<file path="src/sv/first_fit_block_allocator_top_defines.svh">
// Assertion macros for the first-fit block allocator.
// Included by every module that carries concurrent checks; expects clk and arst_n in scope.
`ifndef FIRST_FIT_BLOCK_ALLOCATOR_TOP_DEFINES_SVH
`define FIRST_FIT_BLOCK_ALLOCATOR_TOP_DEFINES_SVH
`ifndef ASSERT_OFF
// plain property, checked every clock outside reset
`define FFA_ASSERT(lbl, prop, msg) \
	lbl: assert property (@(posedge clk) disable iff (!arst_n) (prop)) else $error(msg);
// condition this cycle implies consequence next cycle
`define FFA_ASSERT_NEXT(lbl, pre, post, msg) \
	lbl: assert property (@(posedge clk) disable iff (!arst_n) (pre) |=> (post)) else $error(msg);
`else
`define FFA_ASSERT(lbl, prop, msg)
`define FFA_ASSERT_NEXT(lbl, pre, post, msg)
`endif
`endif

</file>
<file path="src/sv/ffa_pkg.sv">
// Shared types and defaults of the first-fit block allocator.
// No dependencies; used by ffa_slot_pool and the top level.
package ffa_pkg;

	localparam int ARENA_BYTES_DEF  = 4096;
	localparam int HEADER_BYTES_DEF = 24;
	localparam int MAX_BLOCKS_DEF   = 64;

	localparam int REQ_W = 13;
	localparam int OFF_W = 12;
	localparam int ST_W  = 3;

	typedef enum logic [ST_W-1:0] {
		ST_OK        = 3'd0,
		ST_NO_SPACE  = 3'd1,
		ST_ZERO      = 3'd2,
		ST_NOT_FOUND = 3'd3,
		ST_FULL      = 3'd4
	} status_t;

	localparam logic CMD_ALLOC = 1'b0;
	localparam logic CMD_FREE  = 1'b1;

	// slot pool requests from the sequencer
	typedef struct packed {
		logic fetch; // prefetch top of free stack
		logic take;  // commit the current slot as used
		logic give;  // return give_idx to the pool
	} slot_ctl_t;

endpackage

</file>
<file path="src/sv/ffa_entry_ram.sv">
// Block table memory: one write port, one read port, registered read data.
// No dependencies.
module ffa_entry_ram #(
	parameter int DEPTH = 64,
	parameter int WIDTH = 32,
	parameter int IW    = 6
) (
	input  logic             clk,
	input  logic             wr_en,
	input  logic [IW-1:0]    wr_addr,
	input  logic [WIDTH-1:0] wr_data,
	input  logic             rd_en,
	input  logic [IW-1:0]    rd_addr,
	output logic [WIDTH-1:0] rd_data
);

	logic [WIDTH-1:0] mem [DEPTH];

	always_ff @(posedge clk) begin
		if (wr_en) begin
			mem[wr_addr] <= wr_data;
		end
	end

	always_ff @(posedge clk) begin
		if (rd_en) begin
			rd_data <= mem[rd_addr];
		end
	end

endmodule

</file>
<file path="src/sv/ffa_slot_pool.sv">
// Table slot pool: high-water mark plus a stack of released slots in memory.
// Depends on ffa_pkg and the assertion macro header.
`include "first_fit_block_allocator_top_defines.svh"
module ffa_slot_pool #(
	parameter int MAX_BLOCKS = 64,
	parameter int IW         = 6,
	parameter int CNT_W      = 7
) (
	input  logic              clk,
	input  logic              arst_n,
	input  ffa_pkg::slot_ctl_t ctl,
	input  logic [IW-1:0]     give_idx,
	output logic [IW-1:0]     slot,
	output logic              full
);
	import ffa_pkg::*;

	logic [IW-1:0]    stack_mem [MAX_BLOCKS];
	logic [IW-1:0]    top_q;
	logic [CNT_W-1:0] sp_q;
	logic [CNT_W-1:0] hwm_q;
	logic [CNT_W-1:0] sp_dec;

	assign sp_dec = sp_q - CNT_W'(1);
	assign slot   = (sp_q != '0) ? top_q : hwm_q[IW-1:0];
	assign full   = (sp_q == '0) && (hwm_q == CNT_W'(MAX_BLOCKS));

	always_ff @(posedge clk) begin
		if (ctl.give) begin
			stack_mem[sp_q[IW-1:0]] <= give_idx;
		end
	end

	always_ff @(posedge clk) begin
		if (ctl.fetch && sp_q != '0) begin
			top_q <= stack_mem[sp_dec[IW-1:0]];
		end
	end

	always_ff @(posedge clk or negedge arst_n) begin
		if (!arst_n) begin
			sp_q  <= '0;
			hwm_q <= '0;
		end else begin
			if (ctl.give) begin
				sp_q <= sp_q + CNT_W'(1);
			end else if (ctl.take) begin
				if (sp_q != '0) begin
					sp_q <= sp_dec;
				end else begin
					hwm_q <= hwm_q + CNT_W'(1);
				end
			end
		end
	end

	`FFA_ASSERT(a_sp_le_hwm, sp_q <= hwm_q, "free stack deeper than slots ever handed out")
	`FFA_ASSERT(a_hwm_bound, hwm_q <= CNT_W'(MAX_BLOCKS), "high-water mark past table depth")
	`FFA_ASSERT(a_take_ok, ctl.take |-> (!full && !ctl.give), "slot taken while full or during release")

endmodule

</file>
<file path="src/sv/first_fit_block_allocator_top.sv">
// First-fit block allocator, top level: request sequencer, block table, slot pool.
// Depends on ffa_pkg, ffa_entry_ram, ffa_slot_pool and the assertion macro header.
//
// Usage:
//   Input channel (in_valid/in_ready) carries command, request_bytes and
//   payload_offset; command 0 allocates request_bytes of payload, 1 frees
//   the block whose payload starts at payload_offset.
//   Output channel (out_valid/out_ready) returns one status/granted_offset
//   per request, in order.
//   Blocks sit in a linked list held in the block table memory, ordered by
//   address. Each request walks that list one table read per cycle, so the
//   cost is set by the single read port of the table memory.
//   Zero size, table full, empty-list free and empty-list allocate skip the walk.
//   The result shows up in the same cycle that in_ready rises again.
//   One request is in flight at a time; in_ready is high whenever the
//   sequencer is idle, even while the previous result still waits.
//   If the receiver stalls, a finished result waits in S_DONE until the
//   output register is free, and only then does the sequencer return to idle.
//   Reset empties the list and the slot pool at once; no clearing pass.
`include "first_fit_block_allocator_top_defines.svh"
module first_fit_block_allocator_top #(
	parameter int ARENA_BYTES  = ffa_pkg::ARENA_BYTES_DEF,
	parameter int HEADER_BYTES = ffa_pkg::HEADER_BYTES_DEF,
	parameter int MAX_BLOCKS   = ffa_pkg::MAX_BLOCKS_DEF
) (
	input  logic                       clk,
	input  logic                       arst_n,
	input  logic                       in_valid,
	output logic                       in_ready,
	input  logic                       command,
	input  logic [ffa_pkg::REQ_W-1:0]  request_bytes,
	input  logic [ffa_pkg::OFF_W-1:0]  payload_offset,
	output logic                       out_valid,
	input  logic                       out_ready,
	output logic [ffa_pkg::ST_W-1:0]   status,
	output logic [ffa_pkg::OFF_W-1:0]  granted_offset
);
	import ffa_pkg::*;

	// table index, arena address and compare widths
	localparam int IW    = $clog2(MAX_BLOCKS);
	localparam int CNT_W = $clog2(MAX_BLOCKS + 1);
	localparam int AW    = $clog2(ARENA_BYTES + 1);
	localparam int CW    = ((AW > REQ_W + 1) ? AW : REQ_W + 1) + 1;
	localparam int EW    = 2 * AW + IW;

	localparam logic [CW-1:0] HDR_W   = CW'(HEADER_BYTES);
	localparam logic [CW-1:0] ARENA_W = CW'(ARENA_BYTES);

	typedef struct packed {
		logic [AW-1:0] start; // header offset
		logic [AW-1:0] len;   // payload length
		logic [IW-1:0] link;  // next block; self link marks the last
	} entry_t;

	typedef enum logic [7:0] {
		S_IDLE   = 8'b0000_0001,
		S_A_HEAD = 8'b0000_0010,
		S_A_WALK = 8'b0000_0100,
		S_A_TAIL = 8'b0000_1000,
		S_PLACE  = 8'b0001_0000,
		S_RELINK = 8'b0010_0000,
		S_F_WALK = 8'b0100_0000,
		S_DONE   = 8'b1000_0000
	} state_t;

	state_t          state_q;

	// list registers
	logic [IW-1:0]   head_q;
	logic            empty_q;

	// request context
	logic [REQ_W-1:0] size_q;
	logic [OFF_W-1:0] off_q;
	logic [CW-1:0]    need_q;

	// walk context
	entry_t          cur_q;
	logic [IW-1:0]   cur_idx_q;
	logic [CW-1:0]   cur_end_q;
	logic [IW-1:0]   nxt_idx_q;
	entry_t          prev_q;
	logic [IW-1:0]   prev_idx_q;
	logic            first_q;

	// placement context
	logic [AW-1:0]   new_start_q;
	logic [IW-1:0]   new_link_q;
	logic            self_link_q;
	logic            head_ins_q;
	logic            relink_q;
	logic [IW-1:0]   slot_q;

	// pending and delivered result
	status_t         res_st_q;
	logic [OFF_W-1:0] res_off_q;
	logic            out_valid_q;
	status_t         out_st_q;
	logic [OFF_W-1:0] out_off_q;

	// memory and pool hookup
	logic            ram_wr;
	logic [IW-1:0]   ram_wa;
	entry_t          ram_wd;
	logic            ram_rd;
	logic [IW-1:0]   ram_ra;
	logic [EW-1:0]   ram_rd_data;
	entry_t          rd_e;
	slot_ctl_t       pool_ctl;
	logic [IW-1:0]   slot;
	logic            slot_full;

	// datapath terms
	logic            in_fire;
	logic [CW-1:0]   need_in;
	logic [CW-1:0]   rd_start;
	logic [CW-1:0]   rd_end;
	logic            rd_last_head;
	logic            rd_last_nxt;
	logic            rd_last_cur;
	logic            head_fit;
	logic            mid_fit;
	logic            tail_bad;
	logic            f_match;
	logic            out_free;

	assign in_ready  = (state_q == S_IDLE);
	assign in_fire   = in_valid && in_ready;
	assign out_free  = !out_valid_q || out_ready;

	assign rd_e      = entry_t'(ram_rd_data);
	assign need_in   = CW'(request_bytes) + HDR_W;
	assign rd_start  = CW'(rd_e.start);
	assign rd_end    = rd_start + HDR_W + CW'(rd_e.len);

	assign rd_last_head = (rd_e.link == head_q);
	assign rd_last_nxt  = (rd_e.link == nxt_idx_q);
	assign rd_last_cur  = (rd_e.link == cur_idx_q);

	assign head_fit  = (rd_start >= need_q);
	assign mid_fit   = (rd_start >= cur_end_q) && ((rd_start - cur_end_q) >= need_q);
	assign tail_bad  = (cur_end_q > ARENA_W) || ((ARENA_W - cur_end_q) < need_q);
	assign f_match   = ((rd_start + HDR_W) == CW'(off_q));

	// table port steering
	always_comb begin
		ram_rd = 1'b0;
		ram_ra = head_q;
		ram_wr = 1'b0;
		ram_wa = slot;
		ram_wd = '{start: new_start_q, len: AW'(size_q),
			link: self_link_q ? slot : new_link_q};
		unique case (state_q)
			S_IDLE: begin
				if (in_fire && !empty_q) begin
					if (command == CMD_FREE) begin
						ram_rd = 1'b1;
					end else if (request_bytes != '0 && !slot_full) begin
						ram_rd = 1'b1;
					end
				end
			end
			S_A_HEAD: begin
				ram_ra = rd_e.link;
				ram_rd = !head_fit && !rd_last_head;
			end
			S_A_WALK: begin
				ram_ra = rd_e.link;
				ram_rd = !mid_fit && !rd_last_nxt;
			end
			S_F_WALK: begin
				ram_ra = rd_e.link;
				ram_rd = !f_match && !rd_last_cur;
				// unlink from the predecessor
				ram_wa = prev_idx_q;
				ram_wd = '{start: prev_q.start, len: prev_q.len,
					link: rd_last_cur ? prev_idx_q : rd_e.link};
				ram_wr = f_match && !first_q;
			end
			S_PLACE: begin
				ram_wr = 1'b1;
			end
			S_RELINK: begin
				ram_wr = 1'b1;
				ram_wa = cur_idx_q;
				ram_wd = '{start: cur_q.start, len: cur_q.len, link: slot_q};
			end
			S_A_TAIL, S_DONE: begin
			end
			default: begin
			end
		endcase
	end

	always_comb begin
		pool_ctl.fetch = in_fire && (command == CMD_ALLOC);
		pool_ctl.take  = (state_q == S_PLACE);
		pool_ctl.give  = (state_q == S_F_WALK) && f_match;
	end

	ffa_entry_ram #(
		.DEPTH (MAX_BLOCKS),
		.WIDTH (EW),
		.IW    (IW)
	) u_table (
		.clk     (clk),
		.wr_en   (ram_wr),
		.wr_addr (ram_wa),
		.wr_data (ram_wd),
		.rd_en   (ram_rd),
		.rd_addr (ram_ra),
		.rd_data (ram_rd_data)
	);

	ffa_slot_pool #(
		.MAX_BLOCKS (MAX_BLOCKS),
		.IW         (IW),
		.CNT_W      (CNT_W)
	) u_pool (
		.clk      (clk),
		.arst_n   (arst_n),
		.ctl      (pool_ctl),
		.give_idx (cur_idx_q),
		.slot     (slot),
		.full     (slot_full)
	);

	// request context and walk registers, no reset needed
	always_ff @(posedge clk) begin
		unique case (state_q)
			S_IDLE: begin
				if (in_fire) begin
					size_q      <= request_bytes;
					off_q       <= payload_offset;
					need_q      <= need_in;
					cur_idx_q   <= head_q;
					first_q     <= 1'b1;
					// empty list: new block at offset zero, links to itself
					new_start_q <= '0;
					self_link_q <= 1'b1;
					head_ins_q  <= 1'b1;
					relink_q    <= 1'b0;
					res_off_q   <= '0;
				end
			end
			S_A_HEAD: begin
				if (head_fit) begin
					// gap in front of the first block
					new_start_q <= '0;
					new_link_q  <= head_q;
					self_link_q <= 1'b0;
				end else begin
					cur_q     <= rd_e;
					cur_idx_q <= head_q;
					cur_end_q <= rd_end;
					nxt_idx_q <= rd_e.link;
					head_ins_q <= 1'b0;
				end
			end
			S_A_WALK: begin
				if (mid_fit) begin
					new_start_q <= cur_end_q[AW-1:0];
					new_link_q  <= nxt_idx_q;
					self_link_q <= 1'b0;
					relink_q    <= 1'b1;
				end else begin
					cur_q     <= rd_e;
					cur_idx_q <= nxt_idx_q;
					cur_end_q <= rd_end;
					nxt_idx_q <= rd_e.link;
				end
			end
			S_A_TAIL: begin
				// append after the last block's payload
				new_start_q <= cur_end_q[AW-1:0];
				self_link_q <= 1'b1;
				relink_q    <= 1'b1;
			end
			S_PLACE: begin
				slot_q    <= slot;
				res_off_q <= OFF_W'(CW'(new_start_q) + HDR_W);
			end
			S_F_WALK: begin
				if (!f_match) begin
					prev_q     <= rd_e;
					prev_idx_q <= cur_idx_q;
					cur_idx_q  <= rd_e.link;
					first_q    <= 1'b0;
				end
			end
			S_RELINK, S_DONE: begin
			end
			default: begin
			end
		endcase
	end

	// sequencer, list registers and output register
	always_ff @(posedge clk or negedge arst_n) begin
		if (!arst_n) begin
			state_q     <= S_IDLE;
			head_q      <= '0;
			empty_q     <= 1'b1;
			res_st_q    <= ST_OK;
			out_valid_q <= 1'b0;
			out_st_q    <= ST_OK;
			out_off_q   <= '0;
		end else begin
			// S_DONE reloads the output register itself
			if (out_valid_q && out_ready && state_q != S_DONE) begin
				out_valid_q <= 1'b0;
			end
			unique case (state_q)
				S_IDLE: begin
					if (in_fire) begin
						priority if (command == CMD_FREE) begin
							if (empty_q) begin
								res_st_q <= ST_NOT_FOUND;
								state_q  <= S_DONE;
							end else begin
								res_st_q <= ST_OK;
								state_q  <= S_F_WALK;
							end
						end else if (request_bytes == '0) begin
							res_st_q <= ST_ZERO;
							state_q  <= S_DONE;
						end else if (slot_full) begin
							res_st_q <= ST_FULL;
							state_q  <= S_DONE;
						end else if (empty_q) begin
							if (need_in > ARENA_W) begin
								res_st_q <= ST_NO_SPACE;
								state_q  <= S_DONE;
							end else begin
								res_st_q <= ST_OK;
								state_q  <= S_PLACE;
							end
						end else begin
							res_st_q <= ST_OK;
							state_q  <= S_A_HEAD;
						end
					end
				end
				S_A_HEAD: begin
					priority if (head_fit) begin
						state_q <= S_PLACE;
					end else if (rd_last_head) begin
						state_q <= S_A_TAIL;
					end else begin
						state_q <= S_A_WALK;
					end
				end
				S_A_WALK: begin
					priority if (mid_fit) begin
						state_q <= S_PLACE;
					end else if (rd_last_nxt) begin
						state_q <= S_A_TAIL;
					end else begin
						state_q <= S_A_WALK;
					end
				end
				S_A_TAIL: begin
					if (tail_bad) begin
						res_st_q <= ST_NO_SPACE;
						state_q  <= S_DONE;
					end else begin
						state_q  <= S_PLACE;
					end
				end
				S_PLACE: begin
					if (head_ins_q) begin
						head_q  <= slot;
						empty_q <= 1'b0;
					end
					state_q <= relink_q ? S_RELINK : S_DONE;
				end
				S_RELINK: begin
					state_q <= S_DONE;
				end
				S_F_WALK: begin
					priority if (f_match) begin
						if (first_q) begin
							if (rd_last_cur) begin
								empty_q <= 1'b1;
								head_q  <= '0;
							end else begin
								head_q  <= rd_e.link;
							end
						end
						state_q <= S_DONE;
					end else if (rd_last_cur) begin
						res_st_q <= ST_NOT_FOUND;
						state_q  <= S_DONE;
					end else begin
						state_q <= S_F_WALK;
					end
				end
				S_DONE: begin
					// hand the result over once the output register is free
					if (out_free) begin
						out_valid_q <= 1'b1;
						out_st_q    <= res_st_q;
						out_off_q   <= (res_st_q == ST_OK) ? res_off_q : '0;
						state_q     <= S_IDLE;
					end
				end
				default: begin
					state_q <= S_IDLE;
				end
			endcase
		end
	end

	assign out_valid      = out_valid_q;
	assign status         = out_st_q;
	assign granted_offset = out_off_q;

	`FFA_ASSERT(a_no_rw_clash, !(ram_wr && ram_rd && (ram_wa == ram_ra)), "table read and write hit one entry")
	`FFA_ASSERT(a_place_has_slot, (state_q == S_PLACE) |-> !slot_full, "block placed with no free slot")
	`FFA_ASSERT_NEXT(a_relink_follows, (state_q == S_PLACE) && relink_q, state_q == S_RELINK, "predecessor link not updated")

endmodule

</file>
<file path="config.mk">
export PLATFORM = sky130hd
export DESIGN_NAME = first_fit_block_allocator_top
export DESIGN_NICKNAME = d
export VERILOG_FILES = /design/src/sv/ffa_pkg.sv /design/src/sv/ffa_entry_ram.sv /design/src/sv/ffa_slot_pool.sv /design/src/sv/first_fit_block_allocator_top.sv
export VERILOG_INCLUDE_DIRS = /design/src /design/src/sv
export SDC_FILE = /design/constraint.sdc
export NUM_CORES = 2
export LEC_CHECK = 0
export BUFFER_PORTS_ARGS = -buffer_cell sky130_fd_sc_hd__buf_4
export CAP_MARGIN = 20
export CORE_MARGIN = 2
export CORE_UTILIZATION = 60
export CTS_CLUSTER_SIZE = 30
export DETAILED_ROUTE_END_ITERATION = 7
export PLACE_DENSITY_LB_ADDON = 0.15
export RECOVER_POWER = 25
export SYNTH_ARGS = -nofsm -noshare
export SYNTH_HDL_FRONTEND = slang
export SYNTH_SLANG_ARGS = --single-unit
</file>
<file path="constraint.sdc">
create_clock -name clk -period 8.4 [get_ports clk]
set_input_delay 1.68 -clock clk [delete_from_list [all_inputs] [get_ports clk]]
set_output_delay 1.68 -clock clk [all_outputs]
set_load 0.01 [all_outputs]
</file>
==> qor.txt <==
Worst-path maximum fanout - 48
IO buf count - 46
Core ar. - 0.176 mm²
Global-route wire length before repair - 402000 µm
Largest net degree at the start of global routing - 132
Die X - 426 µm
Clk Latency, worst-skew pair - 0.93 ns
Worst Hold Launch - head_ins_q$_DFFE_PP_
Final core occ - 0.678
Clock H-tree levels - 5
Vias in the first global route - 58443
Top_reg_cell synth - edfxtp_1
Post-CTS setup buffer count - 0
Ports - 47
M2 GR Usage - 0.482
Worst R2R Start - state_q[7]$_DFFE_PN0P_
Multi-input logic area - 0.0259 mm²
Final wirelength - 278000 µm
Crit path kind - reg2reg
Initial Util - 0.605
GR Util met1 - 0.427
Post-synth EDFFs - 2632
Post-synth top area share - 0.740
Synth async-reset ratio - 0.0179
Top Usage Layer GRT - met2
CP Data Arrival Time - 7.39 ns
Congestion Overflow GR - 0
WHS Path Cells - 1
Die Y - 426 µm
Area leader, netlist - edfxtp_1
Post-CTS Hold Fix Bufs - 0
Share of layout cells above drive strength 1 - 0.122
Fin crit period - 6.82 ns
Final HPWL DP - 165000 µm
Startpoint Class - flop
Outcome - finished with violations
Max IR drop VDD - 0.340 mV
Fin. max-slew vios - 1638
TritonCTS clock tree - yes
Final period util - 0.812
Flops & latches, synth - 2680
Cell count after placement - 8828
CP endpoint kind - flop
Sink Count - 2680
Yosys warns - 0
Leakage power - 41.5 nW
Clock slew at reported path FFs - 0.06 ns
Post-Syn Area - 0.107 mm²
Wire length per cell - 29.9 µm
Seq/Total Area, Yosys - 0.751
Failing checks - max-capacitance violations, max-slew violations
Synth-to-layout area growth - 12.0%
Fin nets - 6885
Hold Vio Cnt, Final - 0
Rows - 154
Final Wtd Congestion - 0.942
Final routed DRC violation total - 0
GRT Util Overall - 0.307
Max capacitance violation total - 27
First drt pass iteration count - 8
Syn Inst Count - 6622
Clock tree root buffer cell - clkbuf_16
Ranking of synthesized cells by area - edfxtp_1, mux2i_1, nand2_1, mux4_2, o22ai_1
Total Neg Setup Slack - 0 ns
Highest clock rate - 0.147 GHz
Slew of the pin with the lowest slew margin - 3.72 ns
Initial antenna violation count - 10
Total number of vias - 60801
Iter 0 DRT Violations - 7718
Vias/cell - 6.53
Worst endpoint required time - 8.96 ns
Clock buffer depth - 4
Fill count - 11727
Power per cell area - 363 mW/mm²
Met3 Usage GRT - 0.0613
Slew HR - -1.48
Synth cell types - 76
Non-filler cells, final - 9310
Die Footprint - 0.181 mm²
Syn_nets - 6729
Final Setup Violations - 0
CP startpoint - state_q[7]$_DFFE_PN0P_
Antenna Nets Post-Route - 0
Clock skew - 0.0730 ns
Syn avg cell area - 16.1 µm²
Hold crit path type - reg2reg
Worst r2r path cells - 11
Register Area - 0.0802 mm²
Cts bufs inserted - 284
RSZ-0062 raised after global routing - false
Number of gates resized after CTS - 0
## cells in the final DEF (no fill, tap or decap), drive strengths merged, types with 21 or more instances in the layout
cell type	n
ha	75
clkinv	94
nand3	261
o2111ai	35
a31oi	69
and3	48
nand4b	33
a22oi	40
nor2	229
inv	73
xor2	27
nor4	77
mux4	126
mux2i	711
a21oi	128
buf	175
nor3	68
a221oi	102
edfxtp	2632
nand4	21
clkbuf	428
nand2	803
xnor2	66
o22ai	255
dfrtp	46
o21ai	101
o211ai	38
## synthesized netlist by cell type, types with 8 or more instances
master and n:
edfxtp_1 2632, nand2_1 803, mux2i_1 711, clkbuf_1 277, nand3_1 261, o22ai_1 255
nor2_1 228, a21oi_1 128, mux4_2 126, a221oi_1 102, o21ai_0 94, nor4_1 76
ha_1 75, a31oi_1 69, buf_1 69, inv_1 68, nor3_1 68, xnor2_1 66
and3_1 48, dfrtp_1 46, a22oi_1 40, o211ai_1 38, o2111ai_1 35, nand4b_1 33
buf_2 29, xor2_1 27, nand4_1 21, or3_1 17, nor2b_1 14, or2_2 14
and2_1 11, o21a_1 11, a21o_1 9, or4_1 9, nand2b_1 8
## path summary, 6_finish.rpt
check | endpoint | slack, ns
min reg2reg | empty_q$_DFFE_PN1P_ | 0.47
max in group asynchronous | granted_offset[4]$_DFFE_PN0P_ | 5.03
min in group asynchronous | u_pool.sp_q[6]$_DFFE_PN0P_ | 1.70
max reg2reg | u_table.mem[0][11]$_DFFE_PP_ | 1.58
max | u_table.mem[0][11]$_DFFE_PP_ | 1.58
min | empty_q$_DFFE_PN1P_ | 0.47
## power breakdown
group / switching [mW] / internal (mW) / total (mW)
sequential: 0.450 / 17.0 / 17.5
combinational: 10.2 / 4.15 / 14.3
clock: 4.89 / 6.71 / 11.6
## per-stage QoR
step / setup WS [ns] / power [mW] / instance area (µm²) / hold slack, ns
floorplan: 2.19 / 25.9 / 107000 / 0.388
global placement: 1.91 / 31.4 / 111000 / 0.453
detailed placement: 2.03 / 31.7 / 111000 / 0.446
CTS: 1.94 / 43.2 / 120000 / 0.459
global route: 1.20 / 44.9 / 120000 / 0.463
finish: 1.58 / 43.4 / 120000 / 0.466
## layer usage
| layer | vias to the layer above | routed length [µm] |
|---|---|---|
| met5 | - | 24 |
| met4 | 4 | 12800 |
| met3 | 532 | 27400 |
| met2 | 3266 | 131000 |
| met1 | 30756 | 107000 |
| li1 | 26243 | - |
## flip-flops by register name, summed over array words and instances, names as in the netlist, 6 cells and up
| register | cells |
|---|---|
| need_q | 11 |
| u_pool.sp_q | 7 |
| off_q | 12 |
| slot_q | 6 |
| cur_idx_q | 6 |
| granted_offset | 12 |
| prev_idx_q | 6 |
| u_pool.top_q | 6 |
| new_link_q | 6 |
| u_table.mem | 2048 |
| head_q | 6 |
| u_pool.hwm_q | 7 |
| cur_q | 26 |
| cur_end_q | 15 |
| nxt_idx_q | 6 |
| new_start_q | 13 |
| u_pool.stack_mem | 384 |
| state_q | 8 |
| res_off_q | 12 |
| u_table.rd_data | 32 |
| size_q | 13 |
| prev_q | 26 |
## cell families after synthesis
family                   Yosys count  synth area share
multiplexers                     844            0.0939
AO/OA/AOI/OAI                    835            0.0516
AND/OR/NAND/NOR                 1644            0.0698
buffers and inverters            445            0.0160
flip-flops                      2680             0.751
XOR/XNOR                          97           0.00849
adder cells (fa/ha/maj)           77           0.00916
## cell type report
type | count | share of cell area
Clock buffer | 358 | 0.0630
Timing Repair Buffer | 245 | 0.0157
Clock inverter | 115 | 0.00734
Antenna cell | 5 | 0.000105
Sequential cell | 2680 | 0.671
Inverter | 70 | 0.00220
Multi-Input combinational cell | 3497 | 0.217
Tap cell | 2340 | 0.0245
## worst max-delay path, stage by stage (launching register included)
cell and delay (ns):
dfrtp_1 0.42, nor3_1 0.52, nand2_1 0.30, nor2_4 0.16
buf_4 0.49, clkinv_1 0.17, o21ai_0 0.77, nor2_1 0.27
a221oi_1 1.02, nand3_1 1.00, nor2_4 0.89, buf_4 0.46
Note: power is estimated with default switching activity, not from simulation.
